==> config.mk <==
export PLATFORM = sky130hd
export DESIGN_NAME = mosaic_capture_slide_controller_core_flat
export DESIGN_NICKNAME = d
export VERILOG_FILES = /design/src/msc_pkg.sv /design/src/msc_req_if.sv /design/src/msc_rsp_if.sv /design/src/mosaic_capture_slide_controller_core.sv /design/src/msc_csr.sv /design/src/msc_mul.sv /design/src/flat_wrapper.sv
export SDC_FILE = /design/constraint.sdc
export NUM_CORES = 2
export LEC_CHECK = 0
export BUFFER_PORTS_ARGS = -buffer_cell sky130_fd_sc_hd__buf_4
export CAP_MARGIN = 20
export CORE_UTILIZATION = 55
export CTS_CLUSTER_SIZE = 14
export DETAILED_ROUTE_END_ITERATION = 10
export PLACE_DENSITY = 0.85
export RECOVER_POWER = 50
export SETUP_SLACK_MARGIN = 0.4
export SYNTH_ARGS = -nofsm -noshare
export SYNTH_HDL_FRONTEND = slang
export SYNTH_SLANG_ARGS = --single-unit
==> constraint.sdc <==
create_clock -name clock -period 26.1 [get_ports clock]
set_clock_uncertainty 0.15 [all_clocks]
set_input_delay 1.305 -clock clock [delete_from_list [all_inputs] [get_ports clock]]
set_output_delay 1.305 -clock clock [all_outputs]
set_load 0.1 [all_outputs]
==> src/msc_pkg.sv <==
`timescale 1ns / 1ps
`default_nettype none

package msc_pkg;

   localparam int MAX_TILES  = 1024;
   localparam int TILE_W     = 10;
   localparam int TCNT_W     = 11;
   localparam int BOX_W      = 12;
   localparam int CSR_DATA_W = 32;
   localparam int CSR_ADDR_W = 4;
   localparam int MUL_W      = 22;
   localparam int PROD_W     = 2 * MUL_W;

   typedef enum logic [1:0] {
      REG_TILE_COUNT = 2'd0,
      REG_BOX_WIDTH  = 2'd1,
      REG_BOX_HEIGHT = 2'd2
   } reg_idx_type;

   typedef enum logic [1:0] {
      TAKE_NONE    = 2'd0,
      TAKE_CAPTURE = 2'd1,
      TAKE_REFRESH = 2'd2
   } take_type;

   typedef enum logic [3:0] {
      ST_IDLE, ST_M1, ST_M2, ST_M3, ST_M4, ST_M5, ST_M6, ST_M7,
      ST_M8, ST_M9, ST_M10, ST_M11, ST_M12, ST_M13, ST_M14, ST_FIN
   } state_type;

   typedef struct packed {
      logic [TCNT_W-1:0] tile_n;
      logic [BOX_W-1:0]  box_width;
      logic [BOX_W-1:0]  box_height;
      logic              tiles_changed;
   } cfg_type;

endpackage

`default_nettype wire

==> src/msc_req_if.sv <==
`timescale 1ns / 1ps
`default_nettype none

interface msc_req_if;
   logic       valid;
   logic       ready;
   logic [7:0] delay_target;
   logic [9:0] capture_level;
   logic [9:0] slide_level;

   modport source (output valid, delay_target, capture_level, slide_level, input ready);
   modport sink   (input valid, delay_target, capture_level, slide_level, output ready);
endinterface

`default_nettype wire

==> src/msc_rsp_if.sv <==
`timescale 1ns / 1ps
`default_nettype none

interface msc_rsp_if;
   logic               valid;
   logic               ready;
   logic [1:0]         take_kind;
   logic [9:0]         tile_a;
   logic [9:0]         tile_b;
   logic signed [10:0] offset_x;
   logic signed [10:0] offset_y;
   logic [10:0]        amp_half_x;
   logic [10:0]        amp_half_y;
   logic [3:0]         luma_boost;

   modport source (output valid, take_kind, tile_a, tile_b, offset_x, offset_y,
                   amp_half_x, amp_half_y, luma_boost, input ready);
   modport sink   (input valid, take_kind, tile_a, tile_b, offset_x, offset_y,
                   amp_half_x, amp_half_y, luma_boost, output ready);
endinterface

`default_nettype wire

==> src/mosaic_capture_slide_controller_core.sv <==
`timescale 1ns / 1ps
`default_nettype none

// Port      Dir  Handshake              Carries
// req_if    in   valid/ready            delay_target, capture_level, slide_level
// rsp_if    out  valid/ready            take_kind, tile_a/b, offset_x/y, amp_half_x/y, luma_boost
// csr_*     in   APB write, pready = 1  tile_count @0x0, box_width @0x4, box_height @0x8
//
// Items are taken one at a time: accept, 14 steps that issue 13 products on the shared
// 22x22 multiplier (registered), and a final state that loads the result register.
// The next item is taken while the result waits in that register.
// If the previous result is still held, the item parks in its last step.
// Synchronous reset clears envelopes, phase, cursor and countdown; registers go to 4/320/240.

module mosaic_capture_slide_controller_core
   import msc_pkg::*;
(
   input  logic                  clock,
   input  logic                  reset,
   msc_req_if.sink               req_if,
   msc_rsp_if.source             rsp_if,
   input  logic                  csr_psel,
   input  logic                  csr_penable,
   input  logic                  csr_pwrite,
   input  logic [CSR_ADDR_W-1:0] csr_paddr,
   input  logic [CSR_DATA_W-1:0] csr_pwdata,
   output logic [CSR_DATA_W-1:0] csr_prdata,
   output logic                  csr_pready
);

   // reciprocals: floor(v / d) == (v * R) >> S over the operand ranges used
   localparam logic signed [MUL_W-1:0] RECIP_1000 = MUL_W'(268436);
   localparam logic signed [MUL_W-1:0] RECIP_255  = MUL_W'(65794);
   localparam logic signed [MUL_W-1:0] RECIP_540  = MUL_W'(1988411);
   localparam logic signed [MUL_W-1:0] K_DE_RISE  = MUL_W'(96);
   localparam logic signed [MUL_W-1:0] K_DE_FALL  = MUL_W'(44);
   localparam logic signed [MUL_W-1:0] K_CE_RISE  = MUL_W'(92);
   localparam logic signed [MUL_W-1:0] K_CE_FALL  = MUL_W'(46);
   localparam logic signed [MUL_W-1:0] K_SE_RISE  = MUL_W'(86);
   localparam logic signed [MUL_W-1:0] K_SE_FALL  = MUL_W'(42);

   cfg_type cfg;

   state_type state_ff, state_in;

   logic [15:0]       de_ff, de_in;
   logic [7:0]        ce_ff, ce_in;
   logic [7:0]        se_ff, se_in;
   logic [9:0]        phase_ff, phase_in;
   logic [TILE_W-1:0] cursor_ff, cursor_in;
   logic              started_ff, started_in;
   logic [7:0]        fc_ff, fc_in;

   logic [7:0]         dt_ff, dt_in;
   logic [17:0]        vc_ff, vc_in;
   logic [17:0]        vs_ff, vs_in;
   logic [7:0]         eff_ff, eff_in;
   logic [10:0]        ax_ff, ax_in;
   logic [10:0]        ay_ff, ay_in;
   logic signed [10:0] gx_ff, gx_in;
   logic signed [10:0] gy_ff, gy_in;
   take_type           kind_ff, kind_in;
   logic [TILE_W-1:0]  ta_ff, ta_in;
   logic [TILE_W-1:0]  tb_ff, tb_in;

   logic               out_valid_ff, out_valid_in;
   take_type           o_kind_ff, o_kind_in;
   logic [TILE_W-1:0]  o_ta_ff, o_ta_in;
   logic [TILE_W-1:0]  o_tb_ff, o_tb_in;
   logic signed [10:0] o_gx_ff, o_gx_in;
   logic signed [10:0] o_gy_ff, o_gy_in;
   logic [10:0]        o_sx_ff, o_sx_in;
   logic [10:0]        o_sy_ff, o_sy_in;
   logic [3:0]         o_boost_ff, o_boost_in;

   logic signed [MUL_W-1:0]  mul_a, mul_b;
   logic signed [PROD_W-1:0] prod;

   logic [15:0]       env_d;
   logic signed [17:0] d_del;
   logic signed [8:0]  d_cap, d_sld;
   logic [16:0]       dl_round;
   logic [7:0]        delay;
   logic [7:0]        delay_m1;
   logic [10:0]       q_ab;
   logic [10:0]       half_w, half_h;
   logic signed [9:0] wx, wy;
   logic [9:0]        phase_q;
   logic [11:0]       boost_full;
   logic [7:0]        fc_min;
   logic              take;
   logic [TCNT_W-1:0] cur_ext, nxt1, nxt2, nxt2_wrap, n_m1;

   // asymmetric envelope step: floor((p +/- 128) / 256)
   function automatic logic [15:0] env_delta(input logic signed [PROD_W-1:0] p);
      logic signed [PROD_W-1:0] r;
      r = p[PROD_W-1] ? p - PROD_W'(128) : p + PROD_W'(128);
      r = r >>> 8;
      return r[15:0];
   endfunction

   // saturated drive scaled for the /1000 step: min(x,1000)*255 + 500
   function automatic logic [17:0] drive_num(input logic [9:0] x);
      logic [17:0] xe;
      xe = (x > 10'd1000) ? 18'd1000 : 18'(x);
      return (xe << 8) - xe + 18'd500;
   endfunction

   function automatic logic signed [9:0] tri_wave(input logic [9:0] ph);
      logic [8:0] t;
      t = ph[9] ? ~ph[8:0] : ph[8:0];
      return $signed({1'b0, t}) - 10'sd256;
   endfunction

   function automatic logic signed [10:0] sat_off(input logic signed [PROD_W-1:0] p);
      logic signed [PROD_W-1:0] r;
      r = p >>> 8;
      if (r > PROD_W'(1023)) begin
         return 11'sd1023;
      end else if (r < -PROD_W'(1024)) begin
         return -11'sd1024;
      end
      return r[10:0];
   endfunction

   msc_csr u_csr (
      .clock   (clock),
      .reset   (reset),
      .psel    (csr_psel),
      .penable (csr_penable),
      .pwrite  (csr_pwrite),
      .paddr   (csr_paddr),
      .pwdata  (csr_pwdata),
      .prdata  (csr_prdata),
      .pready  (csr_pready),
      .cfg     (cfg)
   );

   msc_mul u_mul (
      .clock   (clock),
      .mul_a   (mul_a),
      .mul_b   (mul_b),
      .prod_ff (prod)
   );

   assign env_d    = env_delta(prod);
   assign d_del    = $signed({2'b00, dt_ff, 8'h00}) - $signed({2'b00, de_ff});
   assign d_cap    = $signed({1'b0, prod[35:28]}) - $signed({1'b0, ce_ff});
   assign d_sld    = $signed({1'b0, prod[35:28]}) - $signed({1'b0, se_ff});
   assign dl_round = {1'b0, de_ff} + 17'd128;
   assign delay    = (dl_round[16:8] == 9'd0)   ? 8'd1 :
                     (dl_round[16:8] > 9'd250)  ? 8'd250 : dl_round[15:8];
   assign delay_m1 = delay - 8'd1;
   assign q_ab     = prod[40:30];
   assign half_w   = cfg.box_width[BOX_W-1:1];
   assign half_h   = cfg.box_height[BOX_W-1:1];
   assign phase_q  = phase_ff + 10'd256;
   assign wx       = tri_wave(phase_ff);
   assign wy       = tri_wave(phase_q);
   assign boost_full = {1'b0, se_ff, 3'b000} + {3'b000, se_ff, 1'b0};

   // frame countdown and tile cursor
   assign fc_min    = (fc_ff > eff_ff) ? eff_ff : fc_ff;
   assign take      = fc_min <= 8'd1;
   assign cur_ext   = {1'b0, cursor_ff};
   assign nxt1      = cur_ext + TCNT_W'(1);
   assign nxt2      = cur_ext + TCNT_W'(2);
   assign nxt2_wrap = nxt2 - cfg.tile_n;
   assign n_m1      = cfg.tile_n - TCNT_W'(1);

   assign req_if.ready = (state_ff == ST_IDLE);

   always_comb begin
      state_in   = state_ff;
      de_in      = de_ff;
      ce_in      = ce_ff;
      se_in      = se_ff;
      phase_in   = phase_ff;
      cursor_in  = cursor_ff;
      started_in = started_ff;
      fc_in      = fc_ff;
      dt_in      = dt_ff;
      vc_in      = vc_ff;
      vs_in      = vs_ff;
      eff_in     = eff_ff;
      ax_in      = ax_ff;
      ay_in      = ay_ff;
      gx_in      = gx_ff;
      gy_in      = gy_ff;
      kind_in    = kind_ff;
      ta_in      = ta_ff;
      tb_in      = tb_ff;
      mul_a      = '0;
      mul_b      = '0;

      out_valid_in = out_valid_ff & ~rsp_if.ready;
      o_kind_in    = o_kind_ff;
      o_ta_in      = o_ta_ff;
      o_tb_in      = o_tb_ff;
      o_gx_in      = o_gx_ff;
      o_gy_in      = o_gy_ff;
      o_sx_in      = o_sx_ff;
      o_sy_in      = o_sy_ff;
      o_boost_in   = o_boost_ff;

      case (state_ff)
         ST_IDLE: begin
            if (req_if.valid) begin
               dt_in = req_if.delay_target;
               vc_in = drive_num(req_if.capture_level);
               vs_in = drive_num(req_if.slide_level);
               // empty envelope starts at the target
               if (de_ff == 16'd0) begin
                  de_in = {req_if.delay_target, 8'h00};
               end
               state_in = ST_M1;
            end
         end
         ST_M1: begin
            mul_a    = MUL_W'(d_del);
            mul_b    = d_del[17] ? K_DE_FALL : K_DE_RISE;
            state_in = ST_M2;
         end
         ST_M2: begin
            de_in    = de_ff + env_d;
            mul_a    = MUL_W'(vc_ff);
            mul_b    = RECIP_1000;
            state_in = ST_M3;
         end
         ST_M3: begin
            mul_a    = MUL_W'(d_cap);
            mul_b    = d_cap[8] ? K_CE_FALL : K_CE_RISE;
            state_in = ST_M4;
         end
         ST_M4: begin
            ce_in    = ce_ff + env_d[7:0];
            mul_a    = MUL_W'(vs_ff);
            mul_b    = RECIP_1000;
            state_in = ST_M5;
         end
         ST_M5: begin
            mul_a    = MUL_W'(d_sld);
            mul_b    = d_sld[8] ? K_SE_FALL : K_SE_RISE;
            state_in = ST_M6;
         end
         ST_M6: begin
            se_in    = se_ff + env_d[7:0];
            mul_a    = MUL_W'(delay_m1);
            mul_b    = MUL_W'(ce_ff);
            state_in = ST_M7;
         end
         ST_M7: begin
            mul_a    = MUL_W'(prod[15:0]);
            mul_b    = RECIP_255;
            state_in = ST_M8;
         end
         ST_M8: begin
            eff_in   = delay - prod[31:24];
            mul_a    = MUL_W'(cfg.box_width);
            mul_b    = MUL_W'(se_ff);
            state_in = ST_M9;
         end
         ST_M9: begin
            if (take) begin
               kind_in    = TAKE_CAPTURE;
               ta_in      = cursor_ff;
               tb_in      = (nxt1 == cfg.tile_n) ? '0 : nxt1[TILE_W-1:0];
               cursor_in  = (nxt2 >= cfg.tile_n) ? nxt2_wrap[TILE_W-1:0] : nxt2[TILE_W-1:0];
               started_in = 1'b1;
               fc_in      = eff_ff;
            end else begin
               fc_in = fc_min - 8'd1;
               if (started_ff) begin
                  kind_in = TAKE_REFRESH;
                  ta_in   = (cursor_ff == '0) ? n_m1[TILE_W-1:0] : cursor_ff - TILE_W'(1);
                  tb_in   = cursor_ff;
               end else begin
                  kind_in = TAKE_NONE;
                  ta_in   = '0;
                  tb_in   = '0;
               end
            end
            phase_in = phase_ff + 10'd2 + 10'(se_ff[7:4]);
            mul_a    = MUL_W'(prod[19:0]);
            mul_b    = RECIP_540;
            state_in = ST_M10;
         end
         ST_M10: begin
            ax_in    = (q_ab > half_w) ? half_w : q_ab;
            mul_a    = MUL_W'(cfg.box_height);
            mul_b    = MUL_W'(se_ff);
            state_in = ST_M11;
         end
         ST_M11: begin
            mul_a    = MUL_W'(prod[19:0]);
            mul_b    = RECIP_540;
            state_in = ST_M12;
         end
         ST_M12: begin
            ay_in    = (q_ab > half_h) ? half_h : q_ab;
            mul_a    = MUL_W'(ax_ff);
            mul_b    = MUL_W'(wx);
            state_in = ST_M13;
         end
         ST_M13: begin
            gx_in    = sat_off(prod);
            mul_a    = MUL_W'(ay_ff);
            mul_b    = MUL_W'(wy);
            state_in = ST_M14;
         end
         ST_M14: begin
            gy_in    = sat_off(prod);
            state_in = ST_FIN;
         end
         ST_FIN: begin
            if (!out_valid_ff || rsp_if.ready) begin
               out_valid_in = 1'b1;
               o_kind_in    = kind_ff;
               o_ta_in      = ta_ff;
               o_tb_in      = tb_ff;
               o_gx_in      = gx_ff;
               o_gy_in      = gy_ff;
               o_sx_in      = {1'b0, ax_ff[10:1]};
               o_sy_in      = {1'b0, ay_ff[10:1]};
               o_boost_in   = boost_full[11:8];
               state_in     = ST_IDLE;
            end
         end
         default: state_in = ST_IDLE;
      endcase

      // a new effective tile count restarts the capture sequence
      if (cfg.tiles_changed) begin
         cursor_in  = '0;
         started_in = 1'b0;
         fc_in      = '0;
      end
   end

   always_ff @(posedge clock) begin
      if (reset) begin
         state_ff     <= ST_IDLE;
         de_ff        <= '0;
         ce_ff        <= '0;
         se_ff        <= '0;
         phase_ff     <= '0;
         cursor_ff    <= '0;
         started_ff   <= 1'b0;
         fc_ff        <= '0;
         out_valid_ff <= 1'b0;
      end else begin
         state_ff     <= state_in;
         de_ff        <= de_in;
         ce_ff        <= ce_in;
         se_ff        <= se_in;
         phase_ff     <= phase_in;
         cursor_ff    <= cursor_in;
         started_ff   <= started_in;
         fc_ff        <= fc_in;
         out_valid_ff <= out_valid_in;
      end
   end

   always_ff @(posedge clock) begin
      dt_ff      <= dt_in;
      vc_ff      <= vc_in;
      vs_ff      <= vs_in;
      eff_ff     <= eff_in;
      ax_ff      <= ax_in;
      ay_ff      <= ay_in;
      gx_ff      <= gx_in;
      gy_ff      <= gy_in;
      kind_ff    <= kind_in;
      ta_ff      <= ta_in;
      tb_ff      <= tb_in;
      o_kind_ff  <= o_kind_in;
      o_ta_ff    <= o_ta_in;
      o_tb_ff    <= o_tb_in;
      o_gx_ff    <= o_gx_in;
      o_gy_ff    <= o_gy_in;
      o_sx_ff    <= o_sx_in;
      o_sy_ff    <= o_sy_in;
      o_boost_ff <= o_boost_in;
   end

   assign rsp_if.valid      = out_valid_ff;
   assign rsp_if.take_kind  = o_kind_ff;
   assign rsp_if.tile_a     = o_ta_ff;
   assign rsp_if.tile_b     = o_tb_ff;
   assign rsp_if.offset_x   = o_gx_ff;
   assign rsp_if.offset_y   = o_gy_ff;
   assign rsp_if.amp_half_x = o_sx_ff;
   assign rsp_if.amp_half_y = o_sy_ff;
   assign rsp_if.luma_boost = o_boost_ff;

endmodule

`default_nettype wire

==> src/msc_csr.sv <==
`timescale 1ns / 1ps
`default_nettype none

module msc_csr
   import msc_pkg::*;
(
   input  logic                  clock,
   input  logic                  reset,
   input  logic                  psel,
   input  logic                  penable,
   input  logic                  pwrite,
   input  logic [CSR_ADDR_W-1:0] paddr,
   input  logic [CSR_DATA_W-1:0] pwdata,
   output logic [CSR_DATA_W-1:0] prdata,
   output logic                  pready,
   output cfg_type               cfg
);

   logic [TCNT_W-1:0] tile_count_ff, tile_count_in;
   logic [BOX_W-1:0]  box_width_ff, box_width_in;
   logic [BOX_W-1:0]  box_height_ff, box_height_in;
   logic              wr;
   logic              tiles_changed;
   reg_idx_type       idx;

   // count clamped to the usable range
   function automatic logic [TCNT_W-1:0] eff_tiles(input logic [TCNT_W-1:0] r);
      if (r < TCNT_W'(4)) begin
         return TCNT_W'(4);
      end else if (r > TCNT_W'(MAX_TILES)) begin
         return TCNT_W'(MAX_TILES);
      end
      return r;
   endfunction

   assign pready = 1'b1;
   assign wr     = psel & penable & pwrite;
   assign idx    = reg_idx_type'(paddr[CSR_ADDR_W-1:2]);

   always_comb begin
      tile_count_in = tile_count_ff;
      box_width_in  = box_width_ff;
      box_height_in = box_height_ff;
      tiles_changed = 1'b0;
      if (wr) begin
         case (idx)
            REG_TILE_COUNT: begin
               tile_count_in = pwdata[TCNT_W-1:0];
               tiles_changed = eff_tiles(pwdata[TCNT_W-1:0]) != eff_tiles(tile_count_ff);
            end
            REG_BOX_WIDTH:  box_width_in  = pwdata[BOX_W-1:0];
            REG_BOX_HEIGHT: box_height_in = pwdata[BOX_W-1:0];
            default: ;
         endcase
      end
   end

   always_comb begin
      case (idx)
         REG_TILE_COUNT: prdata = CSR_DATA_W'(tile_count_ff);
         REG_BOX_WIDTH:  prdata = CSR_DATA_W'(box_width_ff);
         REG_BOX_HEIGHT: prdata = CSR_DATA_W'(box_height_ff);
         default:        prdata = '0;
      endcase
   end

   assign cfg.tile_n        = eff_tiles(tile_count_ff);
   assign cfg.box_width     = box_width_ff;
   assign cfg.box_height    = box_height_ff;
   assign cfg.tiles_changed = tiles_changed;

   always_ff @(posedge clock) begin
      if (reset) begin
         tile_count_ff <= TCNT_W'(4);
         box_width_ff  <= BOX_W'(320);
         box_height_ff <= BOX_W'(240);
      end else begin
         tile_count_ff <= tile_count_in;
         box_width_ff  <= box_width_in;
         box_height_ff <= box_height_in;
      end
   end

endmodule

`default_nettype wire

==> src/msc_mul.sv <==
`timescale 1ns / 1ps
`default_nettype none

module msc_mul
   import msc_pkg::*;
(
   input  logic                     clock,
   input  logic signed [MUL_W-1:0]  mul_a,
   input  logic signed [MUL_W-1:0]  mul_b,
   output logic signed [PROD_W-1:0] prod_ff
);

   logic signed [PROD_W-1:0] prod_in;

   assign prod_in = mul_a * mul_b;

   always_ff @(posedge clock) begin
      prod_ff <= prod_in;
   end

endmodule

`default_nettype wire

==> src/flat_wrapper.sv <==
// flat-port wrapper written by rule: the top's interface ports become plain ports
module mosaic_capture_slide_controller_core_flat import msc_pkg::*;
  (clock, reset, csr_psel, csr_penable, csr_pwrite, csr_paddr, csr_pwdata, csr_prdata, csr_pready, req_if_valid, req_if_delay_target, req_if_capture_level, req_if_slide_level, req_if_ready, rsp_if_valid, rsp_if_take_kind, rsp_if_tile_a, rsp_if_tile_b, rsp_if_offset_x, rsp_if_offset_y, rsp_if_amp_half_x, rsp_if_amp_half_y, rsp_if_luma_boost, rsp_if_ready);
  msc_req_if req_if_i ();
  msc_rsp_if rsp_if_i ();
  input  logic clock;
  input  logic reset;
  input  logic csr_psel;
  input  logic csr_penable;
  input  logic csr_pwrite;
  input  logic [CSR_ADDR_W-1:0] csr_paddr;
  input  logic [CSR_DATA_W-1:0] csr_pwdata;
  output logic [CSR_DATA_W-1:0] csr_prdata;
  output logic csr_pready;
  input wire logic [$bits(req_if_i.valid)-1:0] req_if_valid;
  input wire logic [$bits(req_if_i.delay_target)-1:0] req_if_delay_target;
  input wire logic [$bits(req_if_i.capture_level)-1:0] req_if_capture_level;
  input wire logic [$bits(req_if_i.slide_level)-1:0] req_if_slide_level;
  output wire logic [$bits(req_if_i.ready)-1:0] req_if_ready;
  output wire logic [$bits(rsp_if_i.valid)-1:0] rsp_if_valid;
  output wire logic [$bits(rsp_if_i.take_kind)-1:0] rsp_if_take_kind;
  output wire logic [$bits(rsp_if_i.tile_a)-1:0] rsp_if_tile_a;
  output wire logic [$bits(rsp_if_i.tile_b)-1:0] rsp_if_tile_b;
  output wire logic [$bits(rsp_if_i.offset_x)-1:0] rsp_if_offset_x;
  output wire logic [$bits(rsp_if_i.offset_y)-1:0] rsp_if_offset_y;
  output wire logic [$bits(rsp_if_i.amp_half_x)-1:0] rsp_if_amp_half_x;
  output wire logic [$bits(rsp_if_i.amp_half_y)-1:0] rsp_if_amp_half_y;
  output wire logic [$bits(rsp_if_i.luma_boost)-1:0] rsp_if_luma_boost;
  input wire logic [$bits(rsp_if_i.ready)-1:0] rsp_if_ready;
  assign req_if_i.valid = req_if_valid;
  assign req_if_i.delay_target = req_if_delay_target;
  assign req_if_i.capture_level = req_if_capture_level;
  assign req_if_i.slide_level = req_if_slide_level;
  assign req_if_ready = req_if_i.ready;
  assign rsp_if_valid = rsp_if_i.valid;
  assign rsp_if_take_kind = rsp_if_i.take_kind;
  assign rsp_if_tile_a = rsp_if_i.tile_a;
  assign rsp_if_tile_b = rsp_if_i.tile_b;
  assign rsp_if_offset_x = rsp_if_i.offset_x;
  assign rsp_if_offset_y = rsp_if_i.offset_y;
  assign rsp_if_amp_half_x = rsp_if_i.amp_half_x;
  assign rsp_if_amp_half_y = rsp_if_i.amp_half_y;
  assign rsp_if_luma_boost = rsp_if_i.luma_boost;
  assign rsp_if_i.ready = rsp_if_ready;
  mosaic_capture_slide_controller_core u_core (.clock(clock), .reset(reset), .req_if(req_if_i), .rsp_if(rsp_if_i), .csr_psel(csr_psel), .csr_penable(csr_penable), .csr_pwrite(csr_pwrite), .csr_paddr(csr_paddr), .csr_pwdata(csr_pwdata), .csr_prdata(csr_prdata), .csr_pready(csr_pready));
endmodule
==> results.toml <==
[outcome]
status = "finished, violations left"
violations = "capacitance limit, slew limit"

[detailed_routing]
firstDrtPassIters = 8
drc = 0
drt-total-wl_um = 107200
num_vias = 29990
ant_nets = 0
post_drt_wl_per_cell_um = 21.27
dr.first_iter.drc_count = 3160
viasPerCell = 5.949

[min_path]
hp-class = "register to register"
whs_endpoint = "u_core.rsp_if.offset_x[2]"
worstHoldStart = "u_core.gx_ff[2]"
holdPathStages = 0

[yosys]
synth_top_family_by_area = "adder cells"
synth_compound_gate_area_share_pct = 12.55
synthFlopType = "edfxtp_1"
ys_ff_latch = 331
synth-seq-area-share_pct = 22.79
synthCells = 3977
async_reset_ff_share_pct = 0
synth_fa_ha_area_share_pct = 36.73
synth_most_common_cell = "inv_1"
synth_top_area_cell = "fa_1"
yosys-top-cells-count = "inv_1, fa_1, nand2_1, ha_1, a21oi_1"
yosys.cell_types.count = 85
synth_area_per_cell_um2 = 9.367
synth-edff-count = 186
synth_mux_area_share_pct = 1.360
synth_area_leaders = "fa_1, edfxtp_1, ha_1"
synthXorXnorAreaFrac_pct = 5.032
yosysWarnings = 0
yosysTopAreaCellShare_pct = 26.23
synth.cell_area_mm2 = 0.03725
synthSimpleGateAreaFrac_pct = 12.68

[cts]
clk_latency_ns = 0.58
cts_tree = "yes"
clk_pin_slew_ns = 0.06
postCtsHoldBufs = 0
cts_made_buffers = 37
cts_sinks = 331
clockBufferDepth = 3
post_cts_buffers = 0
cts-root-buf = "clkbuf_16"
htreeDepth = 2
cts_resized = 0

[global_routing]
grt-ovfl-total = 0
grt_pass1_wl_um = 167000
grt_usage_pct = 31.19
grt_pass1_vias = 29970
grt_antenna_before_repair = 0
grt_max_degree = 75

[timing]
setup_tns_ns = 0
tightestPinTransition_ns = 3.878
max_freq_ghz = 0.08335
holdWs_ns = 0.2684
rsz0062_at_grt = "no"
drv_slew = 143
setup_viol_count_final = 0
min_period_ns = 12.00
period_share_pct = 45.97
max-slew-margin-rel_pct = -158.6
hold_viol = 0

[placement]
gp_congestion = 1.004
dp_hpwl_um = 85840
port_buffers = 130

[setup_path]
regToRegEndpoint = "u_core.u_mul.prod_ff[41]"
worstSetupEndpointType = "register"
r2r_start = "u_core.state_ff[3]"
ff2ff_path_depth = 29
cpMostUsedCell = "fa_1"
cp_slowest_cell = "clkbuf_1"
crit_type = "register to register"
cp-start-kind = "register"
cp.arrival_ns = 12.32
critPathMaxFanout = 25
critPathRequiredTime_ns = 26.43
rrSetupSlack_ns = 14.10
max_stage_delay_ns = 1.21

[floorplan]
boundaryPins = 176
fp.dieH_um = 262.2
die_w_um = 262.2
die-area_mm2 = 0.06877
core_region_area_mm2 = 0.06704
std_cell_rows = 95
start_util_pct = 55.57

[finish]
drive_gt1_share_pct = 5.137
fill_cells = 5689
layout.nets = 5008
area_growth_pct = 8.317

[flow_run]
drv_cap = 3
[critical path, delay by kind of cell (launching register included)]
family          cells  cell delay [ns]
compound gates      9             2.35
fa+ha+maj           8             4.05
buf+inv             5             1.86
flops               1             0.90
simple gates        7             2.56
[placed cells by master (no fill, tap or decap), types with 27 or more instances in the layout]
| cell | n |
|---|---|
| buf_4 | 96 |
| and2_1 | 39 |
| xor2_1 | 57 |
| a21oi_1 | 216 |
| a21o_1 | 46 |
| conb_1 | 93 |
| nand4_1 | 30 |
| nand3_1 | 53 |
| nor2b_1 | 38 |
| a22oi_1 | 45 |
| edfxtp_1 | 186 |
| mux2i_1 | 27 |
| fa_1 | 488 |
| clkbuf_16 | 38 |
| a31oi_1 | 29 |
| nand2_1 | 405 |
| xnor2_1 | 157 |
| nor2_1 | 212 |
| nor3_1 | 64 |
| clkbuf_1 | 92 |
| inv_1 | 692 |
| or3_1 | 31 |
| o21ai_0 | 142 |
| dfxtp_1 | 145 |
| ha_1 | 312 |
[state kept, by name (all words and copies together), names as in the netlist, 11 cells and up]
register and flops:
u_core.ax_ff 11, u_core.ay_ff 11, u_core.de_ff 16, u_core.gx_ff 11
u_core.gy_ff 11, u_core.rsp_if.offset_x 11, u_core.rsp_if.offset_y 11, u_core.u_csr.box_height_ff 12
u_core.u_csr.box_width_ff 12, u_core.u_csr.tile_count_ff 11, u_core.u_mul.prod_ff 44, u_core.vc_ff 18
u_core.vs_ff 18
[worst max-delay path by stage]
stage | startpoint | to | cells past startpoint
4_1_cts | u_core.de_ff[7] | u_core.u_mul.prod_ff[42] | 34
6_report | u_core.state_ff[3] | u_core.u_mul.prod_ff[41] | 29
3_5_place_dp | u_core.de_ff[7] | u_core.u_mul.prod_ff[42] | 34
3_3_place_gp | u_core.state_ff[2] | u_core.u_mul.prod_ff[42] | 31
5_1_grt | u_core.state_ff[3] | u_core.u_mul.prod_ff[41] | 29
2_1_floorplan | u_core.de_ff[8] | u_core.u_mul.prod_ff[41] | 33
[final cells by class]
| type | instances | area (µm²) | share of cell area, % |
|---|---|---|---|
| Multi-Input combinational cell | 2891 | 25850 | 64.06 |
| Sequential cell | 331 | 8488 | 21.04 |
| Inverter | 694 | 2605 | 6.456 |
| Tap cell | 873 | 1092 | 2.707 |
| Timing Repair Buffer | 182 | 1044 | 2.586 |
| Clock buffer | 45 | 987.2 | 2.447 |
| Clock inverter | 23 | 282.8 | 0.7008 |
| Antenna cell | 1 | 2.502 | 0.006202 |
[routing by layer]
metal | global-route usage, % | vias to the layer above | part of all wire, % | wire length [µm]
met5 | 0 | - | 0 | 0
li1 | - | 13440 | - | -
met2 | 49.40 | 1577 | 45 | 48610
met4 | 16.01 | 0 | 5.7 | 6116
met1 | 40.67 | 14590 | 39 | 41360
met3 | 6.336 | 381 | 10 | 11090
[through the flow]
step | setup WS (ns) | std cells | utilization (%) | cell area, µm²
after floorplan | 16.36 | 4068 | - | 37590
after global placement | 14.90 | 4969 | 58.77 | 39400
after detailed placement | 14.84 | 4970 | 58.79 | 39410
after CTS | 14.77 | 5038 | 60.68 | 40680
after global routing | 13.86 | 5039 | 60.18 | 40350
final | 14.10 | 5040 | 60.19 | 40350
[cells by family (layout without fill, tap and decap cells)]
| family | after synthesis | in the layout |
|---|---|---|
| buffers and inverters | 846 | 944 |
| adder cells (fa/ha/maj) | 801 | 801 |
| other | 2 | 94 |
| AND/OR/NAND/NOR | 1010 | 1010 |
| flip-flops | 331 | 331 |
| XOR/XNOR | 214 | 214 |
| multiplexers | 48 | 48 |
| AO/OA/AOI/OAI | 725 | 725 |
Power is left out: the tool's default activity adds up to more than one toggle a clock period on the data nets, which glitch-free logic cannot reach.
